[src/sv/dstf_pkg.sv]
// dstf_pkg: types, codes and constants of the deceptive step trap fitness unit.
// No dependencies; imported by dstf_divider, deceptive_step_trap_fitness_unit and the bench.
`default_nettype none

package dstf_pkg;

    localparam int DEF_MAX_SOLUTION_BITS = 4096;
    localparam int DEF_FRACTION_BITS     = 16;

    localparam int TRAP_W   = 5;
    localparam int OFS_W    = 4;
    localparam int STEP_W   = 5;
    localparam int SUM_W    = 17;
    localparam int FRAC_W   = 17;
    localparam int STATUS_W = 2;
    localparam int CFG_IDX_W  = 2;
    localparam int CFG_DATA_W = 5;
    localparam int IN_TDATA_W  = 8;
    localparam int OUT_TDATA_W = 40;

    localparam logic [TRAP_W-1:0] TRAP_MAX_SIZE = 5'd16;
    localparam logic [STEP_W-1:0] STEP_MAX_SIZE = 5'd16;
    localparam logic [SUM_W-1:0]  SUM_SAT       = 17'h1FFFF;
    localparam logic [FRAC_W-1:0] FRAC_SAT      = 17'h1FFFF;

    localparam logic [TRAP_W-1:0] RST_TRAP_BITS   = 5'd5;
    localparam logic [OFS_W-1:0]  RST_STEP_OFFSET = 4'd0;
    localparam logic [STEP_W-1:0] RST_STEP_WIDTH  = 5'd1;

    typedef enum logic [CFG_IDX_W-1:0] {
        REG_TRAP_BITS   = 2'd0,
        REG_STEP_OFFSET = 2'd1,
        REG_STEP_WIDTH  = 2'd2
    } t_cfg_reg;

    typedef enum logic [STATUS_W-1:0] {
        ST_OK       = 2'd0,
        ST_LENGTH   = 2'd1,
        ST_ZERO_MAX = 2'd2
    } t_status;

    typedef struct packed {
        logic busy;
        logic done;
    } t_div_stat;

    function automatic logic [TRAP_W-1:0] clamp_1_16(input logic [TRAP_W-1:0] v);
        logic [TRAP_W-1:0] r;
        r = v;
        if (v == '0) r = TRAP_W'(1);
        else if (v > TRAP_MAX_SIZE) r = TRAP_MAX_SIZE;
        return r;
    endfunction

endpackage

`default_nettype wire

[src/sv/dstf_divider.sv]
// dstf_divider: shared restoring divider, one quotient bit per cycle.
// Numerator is loaded left-aligned; i_iters sets the quotient bit count. Uses dstf_pkg.
`default_nettype none

module dstf_divider
    import dstf_pkg::*;
#(
    parameter int NUM_W = 38,
    parameter int DEN_W = 18,
    parameter int CNT_W = 6
) (
    input  wire logic             i_clk,
    input  wire logic             i_rst_n,
    input  wire logic             i_start,
    input  wire logic [NUM_W-1:0] i_num,
    input  wire logic [DEN_W-1:0] i_den,
    input  wire logic [CNT_W-1:0] i_iters,
    output logic      [NUM_W-1:0] o_quot,
    output t_div_stat             o_stat
);

    logic [NUM_W-1:0] r_q;
    logic [DEN_W-1:0] r_rem;
    logic [DEN_W-1:0] r_den;
    logic [CNT_W-1:0] r_cnt;
    logic             r_busy;
    logic             r_done;

    logic [DEN_W:0]   w_sh;
    logic [DEN_W+1:0] w_diff;

    assign w_sh   = {r_rem, r_q[NUM_W-1]};
    assign w_diff = {1'b0, w_sh} - {2'b00, r_den};

    always_ff @(posedge i_clk) begin
        if (!i_rst_n) begin
            r_busy <= 1'b0;
            r_done <= 1'b0;
            r_cnt  <= '0;
        end else begin
            r_done <= 1'b0;
            if (i_start) begin
                r_busy <= 1'b1;
                r_cnt  <= i_iters;
            end else if (r_busy) begin
                r_cnt <= r_cnt - CNT_W'(1);
                if (r_cnt == CNT_W'(1)) begin
                    r_busy <= 1'b0;
                    r_done <= 1'b1;
                end
            end
        end
    end

    always_ff @(posedge i_clk) begin
        if (i_start) begin
            r_q   <= i_num;
            r_rem <= '0;
            r_den <= i_den;
        end else if (r_busy) begin
            if (!w_diff[DEN_W+1]) begin
                r_rem <= w_diff[DEN_W-1:0];
                r_q   <= {r_q[NUM_W-2:0], 1'b1};
            end else begin
                r_rem <= w_sh[DEN_W-1:0];
                r_q   <= {r_q[NUM_W-2:0], 1'b0};
            end
        end
    end

    assign o_quot      = r_q;
    assign o_stat.busy = r_busy;
    assign o_stat.done = r_done;

endmodule

`default_nettype wire

[src/sv/deceptive_step_trap_fitness_unit.sv]
// deceptive_step_trap_fitness_unit: bit-serial step trap scoring with final normalization.
// Sequencer and accumulators; instantiates dstf_divider. Uses dstf_pkg.
//
// channel   direction  handshake                    payload
// s_axis    in         i_s_axis_tvalid/o_..._tready tdata[0] solution_bit, tlast last_bit
// m_axis    out        o_m_axis_tvalid/i_..._tready tdata fitness_fraction, raw_score, status
// cfg       in         i_cfg_valid/o_cfg_ready      i_cfg_index register, i_cfg_data value
//
// A word that closes no trap and is not last leaves the unit ready for the next word. A word
// that closes a trap starts the step division on the shared divider and waits in S_SCORE.
// The last word then runs the step division (when it closes a trap), the trap maximum
// division and the long division in turn; a bad status skips the long division.
// Reset is synchronous; the result sits in an output register, so input is taken
// again while it waits; a stalled result only holds up the next last word.
`default_nettype none

module deceptive_step_trap_fitness_unit
    import dstf_pkg::*;
#(
    parameter int MAX_SOLUTION_BITS = DEF_MAX_SOLUTION_BITS,
    parameter int FRACTION_BITS     = DEF_FRACTION_BITS
) (
    input  wire logic                   i_clk,
    input  wire logic                   i_rst_n,
    input  wire logic                   i_s_axis_tvalid,
    output logic                        o_s_axis_tready,
    input  wire logic [IN_TDATA_W-1:0]  i_s_axis_tdata,  // [0] solution_bit
    input  wire logic                   i_s_axis_tlast,
    output logic                        o_m_axis_tvalid,
    input  wire logic                   i_m_axis_tready,
    output logic      [OUT_TDATA_W-1:0] o_m_axis_tdata, // [16:0] fitness_fraction,
                                                         // [33:17] raw_score, [35:34] status
    input  wire logic                   i_cfg_valid,
    output logic                        o_cfg_ready,
    input  wire logic [CFG_IDX_W-1:0]   i_cfg_index,
    input  wire logic [CFG_DATA_W-1:0]  i_cfg_data
);

    localparam int BS_W  = $clog2(MAX_SOLUTION_BITS + 2);
    localparam int DEN_W = BS_W + TRAP_W;
    localparam int NUM_W = SUM_W + TRAP_W + FRACTION_BITS;
    localparam int CNT_W = $clog2(NUM_W + 1);
    localparam logic [BS_W-1:0] MAX_BITS  = BS_W'(MAX_SOLUTION_BITS);
    localparam logic [BS_W-1:0] OVER_BITS = BS_W'(MAX_SOLUTION_BITS + 1);

    typedef enum logic [2:0] {
        S_IDLE,
        S_SCORE,
        S_TMAX,
        S_MUL,
        S_BIG,
        S_OUT
    } t_state;

    t_state r_state;
    logic [TRAP_W-1:0] r_trap_bits;
    logic [OFS_W-1:0]  r_step_offset;
    logic [STEP_W-1:0] r_step_width;
    logic [TRAP_W-1:0] r_bits_in_trap;
    logic [TRAP_W-1:0] r_ones_in_trap;
    logic [SUM_W-1:0]  r_score_sum;
    logic [BS_W-1:0]   r_bits_seen;
    logic              r_last;
    t_status           r_status;
    logic [NUM_W-1:0]  r_num;
    logic [DEN_W-1:0]  r_den;
    logic [FRAC_W-1:0] r_frac;
    logic              r_out_valid;
    logic [OUT_TDATA_W-1:0] r_out_data;

    logic [TRAP_W-1:0] w_t;
    logic [STEP_W-1:0] w_sw;
    logic              w_accept;
    logic              w_take;
    logic [TRAP_W-1:0] n_bits_in_trap;
    logic [TRAP_W-1:0] n_ones_in_trap;
    logic [TRAP_W-1:0] w_score;
    logic [TRAP_W-1:0] w_small_num;
    logic [TRAP_W-1:0] w_tmax_num;
    logic              w_trap_done;
    logic [SUM_W:0]    w_sum_ext;
    logic              w_len_bad;
    logic              w_out_free;
    logic [SUM_W+TRAP_W-1:0] w_sum_t;
    logic [DEN_W-1:0]  w_len_t;

    logic              w_div_start;
    logic [NUM_W-1:0]  w_div_num;
    logic [DEN_W-1:0]  w_div_den;
    logic [CNT_W-1:0]  w_div_iters;
    logic [NUM_W-1:0]  w_quot;
    t_div_stat         w_div_stat;

    assign w_t  = clamp_1_16(r_trap_bits);
    assign w_sw = clamp_1_16(r_step_width);

    assign o_cfg_ready     = 1'b1;
    assign o_s_axis_tready = (r_state == S_IDLE);
    assign w_accept        = i_s_axis_tvalid && o_s_axis_tready;
    assign w_take          = r_bits_seen < MAX_BITS;

    assign n_bits_in_trap = r_bits_in_trap + TRAP_W'(1);
    assign n_ones_in_trap = r_ones_in_trap + TRAP_W'(i_s_axis_tdata[0]);
    assign w_trap_done    = w_take && (n_bits_in_trap >= w_t);
    assign w_score        = (n_ones_in_trap >= w_t) ? w_t
                                                    : w_t - n_ones_in_trap - TRAP_W'(1);
    assign w_small_num    = TRAP_W'(r_step_offset) + w_score;
    assign w_tmax_num     = TRAP_W'(r_step_offset) + w_t;
    assign w_sum_ext      = {1'b0, r_score_sum} + (SUM_W + 1)'(w_quot[TRAP_W-1:0]);
    assign w_len_bad      = (r_bits_seen > MAX_BITS) || (r_bits_in_trap != '0);
    assign w_out_free     = !r_out_valid || i_m_axis_tready;
    assign w_sum_t        = (SUM_W + TRAP_W)'(r_score_sum) * (SUM_W + TRAP_W)'(w_t);
    assign w_len_t        = DEN_W'(r_bits_seen) * DEN_W'(w_quot[TRAP_W-1:0]);

    always_comb begin
        w_div_start = 1'b0;
        w_div_num   = '0;
        w_div_den   = DEN_W'(w_sw);
        w_div_iters = CNT_W'(TRAP_W);
        case (r_state)
            S_IDLE: begin
                w_div_start = w_accept && w_trap_done;
                w_div_num   = {w_small_num, {(NUM_W-TRAP_W){1'b0}}};
            end
            S_SCORE: begin
                w_div_start = r_last && (w_div_stat.done || !w_div_stat.busy);
                w_div_num   = {w_tmax_num, {(NUM_W-TRAP_W){1'b0}}};
            end
            S_MUL: begin
                w_div_start = 1'b1;
                w_div_num   = r_num;
                w_div_den   = r_den;
                w_div_iters = CNT_W'(NUM_W);
            end
            default: begin
                w_div_start = 1'b0;
            end
        endcase
    end

    dstf_divider #(
        .NUM_W (NUM_W),
        .DEN_W (DEN_W),
        .CNT_W (CNT_W)
    ) u_div (
        .i_clk   (i_clk),
        .i_rst_n (i_rst_n),
        .i_start (w_div_start),
        .i_num   (w_div_num),
        .i_den   (w_div_den),
        .i_iters (w_div_iters),
        .o_quot  (w_quot),
        .o_stat  (w_div_stat)
    );

    always_ff @(posedge i_clk) begin
        if (!i_rst_n) begin
            r_state        <= S_IDLE;
            r_trap_bits    <= RST_TRAP_BITS;
            r_step_offset  <= RST_STEP_OFFSET;
            r_step_width   <= RST_STEP_WIDTH;
            r_bits_in_trap <= '0;
            r_ones_in_trap <= '0;
            r_score_sum    <= '0;
            r_bits_seen    <= '0;
            r_last         <= 1'b0;
            r_status       <= ST_OK;
            r_out_valid    <= 1'b0;
        end else begin
            if (i_cfg_valid && o_cfg_ready) begin
                case (i_cfg_index)
                    REG_TRAP_BITS:   r_trap_bits   <= i_cfg_data;
                    REG_STEP_OFFSET: r_step_offset <= i_cfg_data[OFS_W-1:0];
                    REG_STEP_WIDTH:  r_step_width  <= i_cfg_data;
                    default: ;
                endcase
            end
            if (r_out_valid && i_m_axis_tready && r_state != S_OUT) r_out_valid <= 1'b0;

            case (r_state)
                S_IDLE: begin
                    if (w_accept) begin
                        r_last <= i_s_axis_tlast;
                        if (w_take) begin
                            r_bits_seen <= r_bits_seen + BS_W'(1);
                            if (w_trap_done) begin
                                r_bits_in_trap <= '0;
                                r_ones_in_trap <= '0;
                            end else begin
                                r_bits_in_trap <= n_bits_in_trap;
                                r_ones_in_trap <= n_ones_in_trap;
                            end
                        end else begin
                            r_bits_seen <= OVER_BITS;
                        end
                        if (w_trap_done) r_state <= S_SCORE;
                        else if (i_s_axis_tlast) r_state <= S_SCORE;
                    end
                end
                S_SCORE: begin
                    // entered without a division only for a last word closing no trap
                    if (w_div_stat.done || !w_div_stat.busy) begin
                        if (w_div_stat.done) begin
                            r_score_sum <= w_sum_ext[SUM_W] ? SUM_SAT : w_sum_ext[SUM_W-1:0];
                        end
                        if (r_last) r_state <= S_TMAX;
                        else r_state <= S_IDLE;
                    end
                end
                S_TMAX: begin
                    if (!w_div_stat.busy && !w_div_stat.done && !r_last) begin
                        r_state <= S_IDLE;
                    end else if (w_div_stat.done) begin
                        r_num <= {w_sum_t, {FRACTION_BITS{1'b0}}};
                        r_den <= w_len_t;
                        r_frac <= '0;
                        if (w_len_bad) begin
                            r_status <= ST_LENGTH;
                            r_state  <= S_OUT;
                        end else if (w_quot[TRAP_W-1:0] == '0) begin
                            r_status <= ST_ZERO_MAX;
                            r_state  <= S_OUT;
                        end else begin
                            r_status <= ST_OK;
                            r_state  <= S_MUL;
                        end
                    end else if (!w_div_stat.busy) begin
                        r_state <= S_IDLE;
                    end
                end
                S_MUL: begin
                    r_state <= S_BIG;
                end
                S_BIG: begin
                    if (w_div_stat.done) begin
                        r_frac  <= (|w_quot[NUM_W-1:FRAC_W]) ? FRAC_SAT
                                                             : w_quot[FRAC_W-1:0];
                        r_state <= S_OUT;
                    end
                end
                S_OUT: begin
                    if (w_out_free) begin
                        r_out_valid    <= 1'b1;
                        r_bits_in_trap <= '0;
                        r_ones_in_trap <= '0;
                        r_score_sum    <= '0;
                        r_bits_seen    <= '0;
                        r_last         <= 1'b0;
                        r_state        <= S_IDLE;
                    end
                end
                default: begin
                    r_state <= S_IDLE;
                end
            endcase
        end
    end

    always_ff @(posedge i_clk) begin
        if (r_state == S_OUT && w_out_free) begin
            r_out_data <= {{(OUT_TDATA_W-FRAC_W-SUM_W-STATUS_W){1'b0}},
                           r_status, r_score_sum, r_frac};
        end
    end

    assign o_m_axis_tvalid = r_out_valid;
    assign o_m_axis_tdata  = r_out_data;

`ifndef SYNTHESIS
    a_busy_not_ready: assert property (@(posedge i_clk) disable iff (!i_rst_n)
        w_div_stat.busy |-> !o_s_axis_tready)
        else $error("input taken while divider busy");
    a_trap_bound: assert property (@(posedge i_clk) disable iff (!i_rst_n)
        r_bits_in_trap <= TRAP_MAX_SIZE)
        else $error("trap bit count out of range");
    a_ones_bound: assert property (@(posedge i_clk) disable iff (!i_rst_n)
        r_ones_in_trap <= r_bits_in_trap)
        else $error("more ones than bits in trap");
    a_done_place: assert property (@(posedge i_clk) disable iff (!i_rst_n)
        w_div_stat.done |-> (r_state == S_SCORE || r_state == S_TMAX || r_state == S_BIG))
        else $error("divider finished in unexpected state");
    a_out_clears: assert property (@(posedge i_clk) disable iff (!i_rst_n)
        (r_state == S_OUT && w_out_free) |=> (r_bits_seen == '0 && r_score_sum == '0))
        else $error("solution state not cleared after result");
`endif

endmodule

`default_nettype wire

[config.mk]
export PLATFORM = sky130hd
export DESIGN_NAME = deceptive_step_trap_fitness_unit
export DESIGN_NICKNAME = d
export VERILOG_FILES = /design/src/sv/dstf_pkg.sv /design/src/sv/dstf_divider.sv /design/src/sv/deceptive_step_trap_fitness_unit.sv
export SDC_FILE = /design/constraint.sdc
export NUM_CORES = 1
export LEC_CHECK = 0
export BUFFER_PORTS_ARGS = -buffer_cell sky130_fd_sc_hd__buf_4
export CAP_MARGIN = 20
export CORE_MARGIN = 10
export CORE_UTILIZATION = 40
export CTS_CLUSTER_DIAMETER = 30
export DETAILED_ROUTE_END_ITERATION = 6
export PLACE_DENSITY = 0.67
export SYNTH_ARGS = -nofsm -noshare
export SYNTH_HDL_FRONTEND = slang
export SYNTH_SLANG_ARGS = --single-unit
[constraint.sdc]
create_clock -name i_clk -period 5.4 [get_ports i_clk]
set_clock_uncertainty 0.05 [all_clocks]
set_input_delay 0.27 -clock i_clk [delete_from_list [all_inputs] [get_ports i_clk]]
set_output_delay 0.27 -clock i_clk [all_outputs]
set_load 0.005 [all_outputs]
* Yosys cells after proc, flatten, opt, wreduce, memory -nomap -nowiden
Cells that the tools add are included.
** Storage, ports and cells
- Register bits :: 236
- Input bits :: 21
- Word-level logic and storage cells :: 163
** Cells by class
- Add/sub/neg operators :: 10
- $mul :: 2
- Magnitude comparators :: 6
- Equality and inequality tests :: 19
- Mux-type cells :: 63
- Bitwise logic cells :: 3
- Reduce and logical (&&, ||, !) cells :: 38
** Operators with widths (number)
- 2-to-1 mux 17 bit :: 8
- one-hot mux 38 bit (3 select lines) :: 1
- 2-to-1 mux 38 bit :: 2
- one-hot mux 17 bit (2 select lines) :: 2
- 2-to-1 mux 5 bit :: 13
- 2-to-1 mux 13 bit :: 3
- 2-to-1 mux 3 bit :: 11
- one-hot mux 13 bit (2 select lines) :: 1
- multiplier 17 x 5 -> 22 bit :: 1
- OR reduction 21 bit :: 1
- one-hot mux 5 bit (2 select lines) :: 2
- subtractor 19 x 18 -> 20 bit :: 1
- adder 17 x 5 -> 18 bit :: 1
- multiplier 13 x 5 -> 18 bit :: 1
- 2-to-1 mux 18 bit :: 1
- 2-to-1 mux 6 bit :: 3
- one-hot mux 3 bit (6 select lines) :: 1
- zero test 5 bit :: 3
- adder 13 x 1 -> 13 bit, second input constant :: 1
- > comparator 13 bit, second input constant :: 1
- < comparator 13 bit, second input constant :: 1
- AND reduction 4 bit :: 3
- adder 4 x 5 -> 5 bit :: 2
- greater-or-equal comparator 5 bit :: 2
- 34 further kinds :: 75

* Logic depth before layout (Yosys ltp)
Gate-level depths: netlist of run 1.
- Depth in word-level cells :: 9
- Gate-level depth with buffers :: 19
- Gate-level depth less buffers :: 18

* Modules after synthesis
From an unflattened synthesis of run 1, not the netlist that was laid out.
** Unflattened totals
- Cells, all modules :: 1603
- Area, all modules :: 16092.9 µm²
** Modules (own cells, without submodules)
- deceptive_step_trap_fitness_unit :: times used 1, cells each 1232, area each 11847.6 µm², seq. area each 4013.8 µm²
- dstf_divider :: times used 1, cells each 371, area each 4245.3 µm², seq. area each 2202.1 µm²

* Worst setup path after synthesis of run 1
Ideal clock, no wire load.
- Kind :: register -> register
- Start point :: register r_trap_bits[4]
- End point :: register r_num[35] (data pin)
- Arrival time :: 4.421 ns
- Required time :: 5.091 ns
- Setup slack :: 0.670 ns
- Stages on the path, launching flop included :: 19
- Cells stage by stage :: dfxtp_1 clkbuf_1 nor2b_1 clkbuf_1 and2_1 fa_1 fa_1 inv_1 fa_1 inv_1 ha_1 clkbuf_1 and4_1 and2_1 a211o_1 a211oi_2 o21bai_1 a21o_1 xor2_1
** On the way
- Word-level cells in the longest chain between the ends :: 4
- Elaborated cells on any way between the ends :: 5
** Ends and longest elaborated chain
- start: declaration :: RTL line deceptive_step_trap_fitness_unit.sv:56 : logic [TRAP_W-1:0] r_trap_bits;
- start signal: assignment :: RTL line deceptive_step_trap_fitness_unit.sv:172 : REG_TRAP_BITS: r_trap_bits <= i_cfg_data;
- > comparator 5 bit :: RTL line dstf_pkg.sv:51 : else if (v > TRAP_MAX_SIZE) r = TRAP_MAX_SIZE;
- 2-to-1 mux 5 bit :: RTL line dstf_pkg.sv:51
- 2-to-1 mux 5 bit * :: RTL line dstf_pkg.sv:50 : if (v == '0) r = TRAP_W'(1);
- multiplier 17 x 5 -> 22 bit * :: RTL line deceptive_step_trap_fitness_unit.sv:112 : assign w_sum_t = (SUM_W + TRAP_W)'(r_score_sum) * (SUM_W + TRAP_W)'(w_t);
- net w_sum_t[19] :: RTL line deceptive_step_trap_fitness_unit.sv:84 : logic [SUM_W+TRAP_W-1:0] w_sum_t;
- end signal: assignment :: RTL line deceptive_step_trap_fitness_unit.sv:214 : r_num <= {w_sum_t, {FRACTION_BITS{1'b0}}};
- end: declaration :: RTL line deceptive_step_trap_fitness_unit.sv:65 : logic [NUM_W-1:0] r_num;
The timed path passes the listed nets; every way through them passes the cells marked *.
A chain may end at the register's enable or synchronous reset.

* Worst setup path after layout of run 1
- Start point :: register r_trap_bits[2]
- End point :: register r_num[35] (data pin)
Same word-level chain as after synthesis.

==> results of run 1 <==
[placed cells by master (no fill, tap or decap), types with 31 or more instances in the layout]
cell type	Yosys	routed
sky130_fd_sc_hd__dfxtp_1	87	87
sky130_fd_sc_hd__and2_1	105	104
sky130_fd_sc_hd__o21a_1	31	31
sky130_fd_sc_hd__buf_4	7	66
sky130_fd_sc_hd__o21ai_0	50	50
sky130_fd_sc_hd__fa_1	82	82
sky130_fd_sc_hd__nand2_1	112	112
sky130_fd_sc_hd__xnor2_1	39	39
sky130_fd_sc_hd__inv_1	157	157
sky130_fd_sc_hd__clkbuf_16	0	48
sky130_fd_sc_hd__nor2b_1	37	37
sky130_fd_sc_hd__ha_1	104	104
sky130_fd_sc_hd__a21oi_1	61	61
sky130_fd_sc_hd__nor2_1	90	88
sky130_fd_sc_hd__edfxtp_1	149	149
[synth_stat cells, types with 5 or more instances]
cell type / count / share of area
sky130_fd_sc_hd__mux2i_1: 24 / 0.015
sky130_fd_sc_hd__nor2b_1: 37 / 0.015
sky130_fd_sc_hd__a22oi_1: 9 / 0.0043
sky130_fd_sc_hd__nand2_1: 112 / 0.027
sky130_fd_sc_hd__nor3_1: 26 / 0.0083
sky130_fd_sc_hd__o21bai_1: 9 / 0.0043
sky130_fd_sc_hd__a21oi_1: 61 / 0.019
sky130_fd_sc_hd__buf_1: 6 / 0.0014
sky130_fd_sc_hd__a21boi_1: 6 / 0.0029
sky130_fd_sc_hd__o211ai_1: 7 / 0.0033
sky130_fd_sc_hd__a21boi_0: 11 / 0.0053
sky130_fd_sc_hd__a21o_1: 27 / 0.013
sky130_fd_sc_hd__a31oi_1: 15 / 0.0060
sky130_fd_sc_hd__nand3b_1: 7 / 0.0033
sky130_fd_sc_hd__fa_1: 82 / 0.10
sky130_fd_sc_hd__a221o_1: 5 / 0.0032
sky130_fd_sc_hd__inv_1: 157 / 0.037
sky130_fd_sc_hd__xnor2_1: 39 / 0.022
sky130_fd_sc_hd__and3_1: 10 / 0.0040
sky130_fd_sc_hd__o21a_1: 31 / 0.015
sky130_fd_sc_hd__and2_1: 105 / 0.042
sky130_fd_sc_hd__nor2_1: 90 / 0.021
sky130_fd_sc_hd__nor4b_1: 5 / 0.0028
sky130_fd_sc_hd__buf_4: 7 / 0.0033
sky130_fd_sc_hd__dfxtp_1: 87 / 0.11
sky130_fd_sc_hd__o21ai_1: 12 / 0.0038
sky130_fd_sc_hd__a22o_1: 20 / 0.011
sky130_fd_sc_hd__nand3_1: 24 / 0.0076
sky130_fd_sc_hd__nand2b_1: 18 / 0.0072
sky130_fd_sc_hd__xor2_1: 27 / 0.015
sky130_fd_sc_hd__nor4_1: 8 / 0.0032
sky130_fd_sc_hd__or4_1: 5 / 0.0024
sky130_fd_sc_hd__o21ai_0: 50 / 0.016
sky130_fd_sc_hd__clkbuf_1: 54 / 0.013
sky130_fd_sc_hd__edfxtp_1: 149 / 0.28
sky130_fd_sc_hd__ha_1: 104 / 0.083
sky130_fd_sc_hd__nand4_1: 13 / 0.0052
sky130_fd_sc_hd__a211o_1: 5 / 0.0028
sky130_fd_sc_hd__a211oi_1: 10 / 0.0048
sky130_fd_sc_hd__o31ai_1: 7 / 0.0033
sky130_fd_sc_hd__nor3b_1: 6 / 0.0029
sky130_fd_sc_hd__a41oi_1: 5 / 0.0028
sky130_fd_sc_hd__buf_2: 8 / 0.0025
[where the power goes]
part           internal (mW)  total, mW  switching, mW
logic                  0.465       1.08          0.619
registers               2.05       2.15          0.108
clock network           1.88       3.07           1.18
total                   4.39       6.31           1.91
[per-layer routing]
layer  vias to the layer above  part of all wire
met5                         -                 0
met2                       270              0.46
met3                        77             0.055
li1                       5537                 -
met4                         0             0.032
met1                      5415              0.46
[state kept, by name (all words and copies together) (netlist names), 4 cells and up]
signal	cells
o_m_axis_tdata	36
u_div.o_quot	38
u_div.r_rem	18
r_step_width	5
r_bits_in_trap	5
r_num	22
r_frac	17
r_score_sum	17
r_bits_seen	13
r_ones_in_trap	5
r_step_offset	4
u_div.r_den	18
r_den	18
u_div.r_cnt	6
r_trap_bits	5
[worst reg2reg max path: stages, from the launching register on]
cell and delay [ns]:
sky130_fd_sc_hd__dfxtp_1 0.35, sky130_fd_sc_hd__nor2b_1 0.15, sky130_fd_sc_hd__buf_4 0.23, sky130_fd_sc_hd__inv_1 0.21, sky130_fd_sc_hd__nor2_1 0.18, sky130_fd_sc_hd__fa_1 0.47, sky130_fd_sc_hd__fa_1 0.55, sky130_fd_sc_hd__inv_1 0.06
sky130_fd_sc_hd__fa_1 0.55, sky130_fd_sc_hd__inv_1 0.05, sky130_fd_sc_hd__ha_1 0.35, sky130_fd_sc_hd__and3_1 0.19, sky130_fd_sc_hd__a221oi_2 0.34, sky130_fd_sc_hd__o21ai_0 0.18, sky130_fd_sc_hd__a211oi_2 0.37, sky130_fd_sc_hd__o21bai_1 0.10
sky130_fd_sc_hd__a21o_1 0.19, sky130_fd_sc_hd__xor2_1 0.14
[cells by family after synthesis]
kind of cell,after synthesis,share of synthesized area
buf+inv,234,0.0582
fa+ha+maj,186,0.187
flops,236,0.395
mux,27,0.0174
compound gates,323,0.143
simple gates,483,0.162
other cells,2,0.000478
xor+xnor,66,0.0368
[stage by stage]
stage / utilization / setup WS (ns) / area [um^2] / std cells / hold slack (ns)
detailed placement: 0.430 / 0.527 / 16600 / 2071 / 0.355
floorplan: - / 0.670 / 15700 / 1560 / 0.345
CTS: 0.476 / 0.486 / 18400 / 2168 / 0.0690
global route: 0.476 / 0.200 / 18400 / 2169 / 0.104
finish: 0.476 / 0.444 / 18400 / 2169 / 0.0914
global placement: 0.429 / 0.575 / 16600 / 2069 / 0.352
[area by class of cell]
| type | count | area [um^2] |
|---|---|---|
| Timing Repair Buffer | 76 | 624 |
| Multi-Input combinational cell | 1090 | 8640 |
| Clock inverter | 41 | 502 |
| Fill cell | 3514 | 20300 |
| Inverter | 159 | 597 |
| Tap cell | 518 | 648 |
| Clock buffer | 49 | 1210 |
| Sequential cell | 236 | 6220 |
[repair_timing]
action,CTS,global route
hold buffers,7,0
gates resized for setup,0,0
endpoints found under the hold margin,16,0
[path summary, 6_finish.rpt]
kind	from	to
max	r_trap_bits[2]$_SDFFE_PN1P_	r_num[35]$_DFFE_PP_
min	i_rst_n	r_trap_bits[0]$_SDFFE_PN1P_
max reg2reg	r_trap_bits[2]$_SDFFE_PN1P_	r_num[35]$_DFFE_PP_
min reg2reg	r_frac[4]$_SDFFCE_PP0P_	o_m_axis_tdata[4]$_DFFE_PP_
==> impl_metrics.json, run 1 <==
{
  "status": "finished clean",
  "antenna-diode-count": 0,
  "post-route-period-util": 0.918,
  "power.density_cell_area_mw_per_mm2": 342,
  "met2_usage": 0.239,
  "path_clk_slew_ns": 0.05,
  "design.final.nets": 1818,
  "cts-root-to-sink-buffers": 3,
  "synthesis.area_per_instance_um2": 10.1,
  "timing.max_cap.violations": 0,
  "die_height_um": 218,
  "ys_ff_latch": 236,
  "grt_first_pass_wirelength_mm": 57.9,
  "register_to_register_path_setup_slack_ns": 0.44,
  "numClockSinks": 236,
  "min_period_ns": 4.96,
  "grt_antenna_before_repair": 0,
  "critical_path_s_top_delay_family": "adder cells",
  "synth-edff-count": 149,
  "worstPathBufferInverterCount": 4,
  "path_depth": 17,
  "areaGrowthSynthToFinish_pct": 17.3,
  "io_pins": 64,
  "report.final.setup_viol": 0,
  "drt_iter0_drc": 793,
  "finalHoldViolations": 0,
  "slew_violations": 0,
  "gr-usage-all-layers": 0.147,
  "cts_tree": "yes",
  "path_cells": "nor2b_1, buf_4, inv_1, nor2_1, fa_1, fa_1, inv_1, fa_1, inv_1, ha_1, and3_1, a221oi_2, o21ai_0, a211oi_2, o21bai_1, a21o_1, xor2_1",
  "drt_pre_antenna_iters": 7,
  "finalSetupTns_ns": 0,
  "timing.setup.critical_path_class": "flip-flop to flip-flop",
  "core_mm2": 0.0387,
  "fp.dieArea_mm2": 0.0476,
  "asyncSetResetFlopFracSynth": 0,
  "power.ir.vdd_worst_mv": 0.210,
  "worst-slew-pin-transition_ns": 1.02,
  "worstPathMaxFanout": 15,
  "routed_wirelength_mm": 35.4,
  "synthesis.area_mm2": 0.0157,
  "syn_inst": 1557,
  "worstPathRequired_ns": 5.66,
  "hpwl_mm": 25.2,
  "yosys_warnings": 0,
  "dr_drc_count": 0,
  "dominantRegCellSynth": "sky130_fd_sc_hd__edfxtp_1",
  "route.detailed.vias_per_inst": 5.21,
  "routed_vias": 11300,
  "ys_seq_area_frac": 0.395,
  "critPathSlowestCell": "sky130_fd_sc_hd__fa_1",
  "h_tree_levels": 2,
  "via_count_of_the_first_global_routing_pass": 11200,
  "global_route.overflow_total": 0,
  "grt-busiest-layer": "met2",
  "critical_path.endpoint_type": "flip-flop",
  "insertion_delay_of_the_later_clocked_pin_in_the_worst_skew_pair_ns": 0.57,
  "maxClockFrequency_ghz": 0.202,
  "ff2ff_path_depth": 17,
  "setup_repair_after_global_routing_missed_its_margin": "false",
  "critical_path.max_stage_delay_ns": 0.55,
  "io_buffers": 51,
  "drt.antenna.violating_nets": 0,
  "leakagePower_nw": 7.91,
  "worst_slew_margin_rel": 0.310,
  "worst_hold_path_type": "input port to flip-flop",
  "fp-row-count": 72,
  "post-cts-setup-buffer-count": 0,
  "crit_arrival_ns": 5.22,
  "place.gp.congestion": 0.847,
  "cts.root.buffer_cell": "sky130_fd_sc_hd__clkbuf_16",
  "floorplan.initialDensity": 0.406,
  "setup.worst_path.start_class": "flip-flop",
  "die-width_um": 218,
  "number_of_cts_inserted_buffers": 48,
  "grt_start_max_net_pins": 65,
  "count_of_cells_along_the_worst_hold_path": 2,
  "design_power_total_mw": 6.31,
  "final_layout_size_suffix_gt1_frac": 0.113,
  "grt.met1_usage": 0.190,
  "synth.distinct_cells": 80,
  "global_route.usage.met3": 0.0293,
  "routed_wire_length_per_instance_um": 16.3
}
Power figures use the tool's default switching activity.
==> run 2: changes to the inputs <==
- CORE_UTILIZATION: 40 -> 63
- PLACE_DENSITY: 0.67 -> 0.92
==> impl_metrics.json, run 2 (synthesis results as in run 1) <==
{
  "final_layout_size_suffix_gt1_frac": 0.102,
  "status": "finished clean",
  "place.gp.congestion": 0.930,
  "gr-usage-all-layers": 0.244,
  "maxClockFrequency_ghz": 0.201,
  "grt_first_pass_wirelength_mm": 62.8,
  "timing.setup.critical_path_class": "flip-flop to flip-flop",
  "number_of_cts_inserted_buffers": 42,
  "fp.dieArea_mm2": 0.0317,
  "hpwl_mm": 24.3,
  "final_util": 0.730,
  "die-width_um": 178,
  "worstPathMaxFanout": 17,
  "floorplan.initialDensity": 0.643,
  "finalHoldViolations": 0,
  "global_route.overflow_total": 0,
  "grt_start_max_net_pins": 65,
  "finalSetupTns_ns": 0,
  "h_tree_levels": 2,
  "worst_hold_path_type": "input port to flip-flop",
  "drt.antenna.violating_nets": 0,
  "routed_wire_length_per_instance_um": 19.8,
  "via_count_of_the_first_global_routing_pass": 12300,
  "worstPathRequired_ns": 5.64,
  "worst_slew_margin_rel": 0.309,
  "fp-row-count": 57,
  "mostFrequentLayoutCell": "sky130_fd_sc_hd__inv_1",
  "cts-root-to-sink-buffers": 3,
  "areaGrowthSynthToFinish_pct": 13.6,
  "critical_path.endpoint_type": "flip-flop",
  "power.density_cell_area_mw_per_mm2": 332,
  "insertion_delay_of_the_later_clocked_pin_in_the_worst_skew_pair_ns": 0.56,
  "leakagePower_nw": 7.76,
  "numPlacedInstances": 1875,
  "crit_arrival_ns": 5.22,
  "largest_reg_flops": 38,
  "routed_wirelength_mm": 38.7,
  "cts.root.buffer_cell": "sky130_fd_sc_hd__clkbuf_16",
  "worst-slew-pin-transition_ns": 1.02,
  "mostFrequentLayoutCells": "157 x sky130_fd_sc_hd__inv_1, 149 x sky130_fd_sc_hd__edfxtp_1, 112 x sky130_fd_sc_hd__nand2_1",
  "drt_iter0_drc": 1380,
  "slew_violations": 0,
  "dr_drc_count": 0,
  "power.ir.vdd_worst_mv": 0.261,
  "min_period_ns": 4.98,
  "routed_vias": 12300,
  "post-route-period-util": 0.922,
  "io_buffers": 51,
  "setup_repair_after_global_routing_missed_its_margin": "false",
  "whs_ns": 0.0102,
  "register_to_register_path_setup_slack_ns": 0.42,
  "grt_antenna_before_repair": 0,
  "report.final.setup_viol": 0,
  "numClockSinks": 236,
  "post-cts-setup-buffer-count": 0,
  "path_clk_slew_ns": 0.05,
  "final-instance-count-excl-fill": 1960,
  "drt_pre_antenna_iters": 5,
  "cts_tree": "yes",
  "timing.max_cap.violations": 0,
  "design_power_total_mw": 5.92,
  "die_height_um": 178,
  "io_pins": 64,
  "design.final.nets": 1809,
  "antenna-diode-count": 0,
  "setup.worst_path.start_class": "flip-flop",
  "route.detailed.vias_per_inst": 6.25,
  "core_mm2": 0.0245
}
-- run 2: cell type report --
type                       instances  area, um^2
fill                            1453        6600
tap                              324         405
clock buffer                      49        1120
sequential                       236        6220
clock inverter                    29         300
multi-input combinational       1090        8640
timing repair buffer              73         584
inverter                         159         597
-- run 2: power by group --
part	internal [mW]	total [mW]	switching (mW)
Clock	1.62	2.63	1.00
Sequential	2.05	2.15	0.109
Combinational	0.468	1.14	0.672
Total	4.14	5.92	1.79
-- run 2: layer usage --
metal / GRT usage / vias to the layer above / part of all wire
li1: - / 5507 / -
met1: 0.303 / 5921 / 0.38
met2: 0.397 / 661 / 0.47
met3: 0.0486 / 169 / 0.089
met4: 0.124 / 0 / 0.053
met5: 0 / - / 0
-- run 2: repair_timing --
item | CTS | global route
hold buffers | 5 | 0
resized for setup | 0 | 0
hold endpoints to repair | 8 | 0
-- run 2: critical path, stage by stage, from the launching register on --
cell                        delay, ns
sky130_fd_sc_hd__dfxtp_1         0.36
sky130_fd_sc_hd__buf_4           0.24
sky130_fd_sc_hd__inv_1           0.21
sky130_fd_sc_hd__nor2_1          0.23
sky130_fd_sc_hd__fa_1            0.45
sky130_fd_sc_hd__fa_1            0.55
sky130_fd_sc_hd__inv_1           0.05
sky130_fd_sc_hd__fa_1            0.53
sky130_fd_sc_hd__inv_1           0.05
sky130_fd_sc_hd__ha_1            0.36
sky130_fd_sc_hd__o21ai_0         0.23
sky130_fd_sc_hd__o21bai_2        0.15
sky130_fd_sc_hd__a2111oi_4       0.46
sky130_fd_sc_hd__o31ai_1         0.13
sky130_fd_sc_hd__a21o_1          0.26
sky130_fd_sc_hd__a311oi_2        0.32
sky130_fd_sc_hd__xnor2_1         0.09
-- run 2: final timing paths --
| kind | startpoint | end | depth (start not counted) |
|---|---|---|---|
| worst max-delay path | r_trap_bits[4]$_SDFFE_PN0P_ | r_num[36]$_DFFE_PP_ | 16 |
| worst min-delay path | i_m_axis_tready | o_m_axis_tvalid$_SDFF_PN0_ | 3 |
| worst max register to register | r_trap_bits[4]$_SDFFE_PN0P_ | r_num[36]$_DFFE_PP_ | 16 |
| worst min register to register | r_frac[10]$_SDFFCE_PP0P_ | o_m_axis_tdata[10]$_DFFE_PP_ | 0 |
-- run 2: stage by stage --
step | cell area [um^2] | worst slack, ns
final | 17900 | 0.421
after global routing | 17900 | 0.209
after CTS | 17800 | 0.445
after detailed placement | 16400 | 0.581
after global placement | 16400 | 0.669
after floorplan | 15700 | 0.670
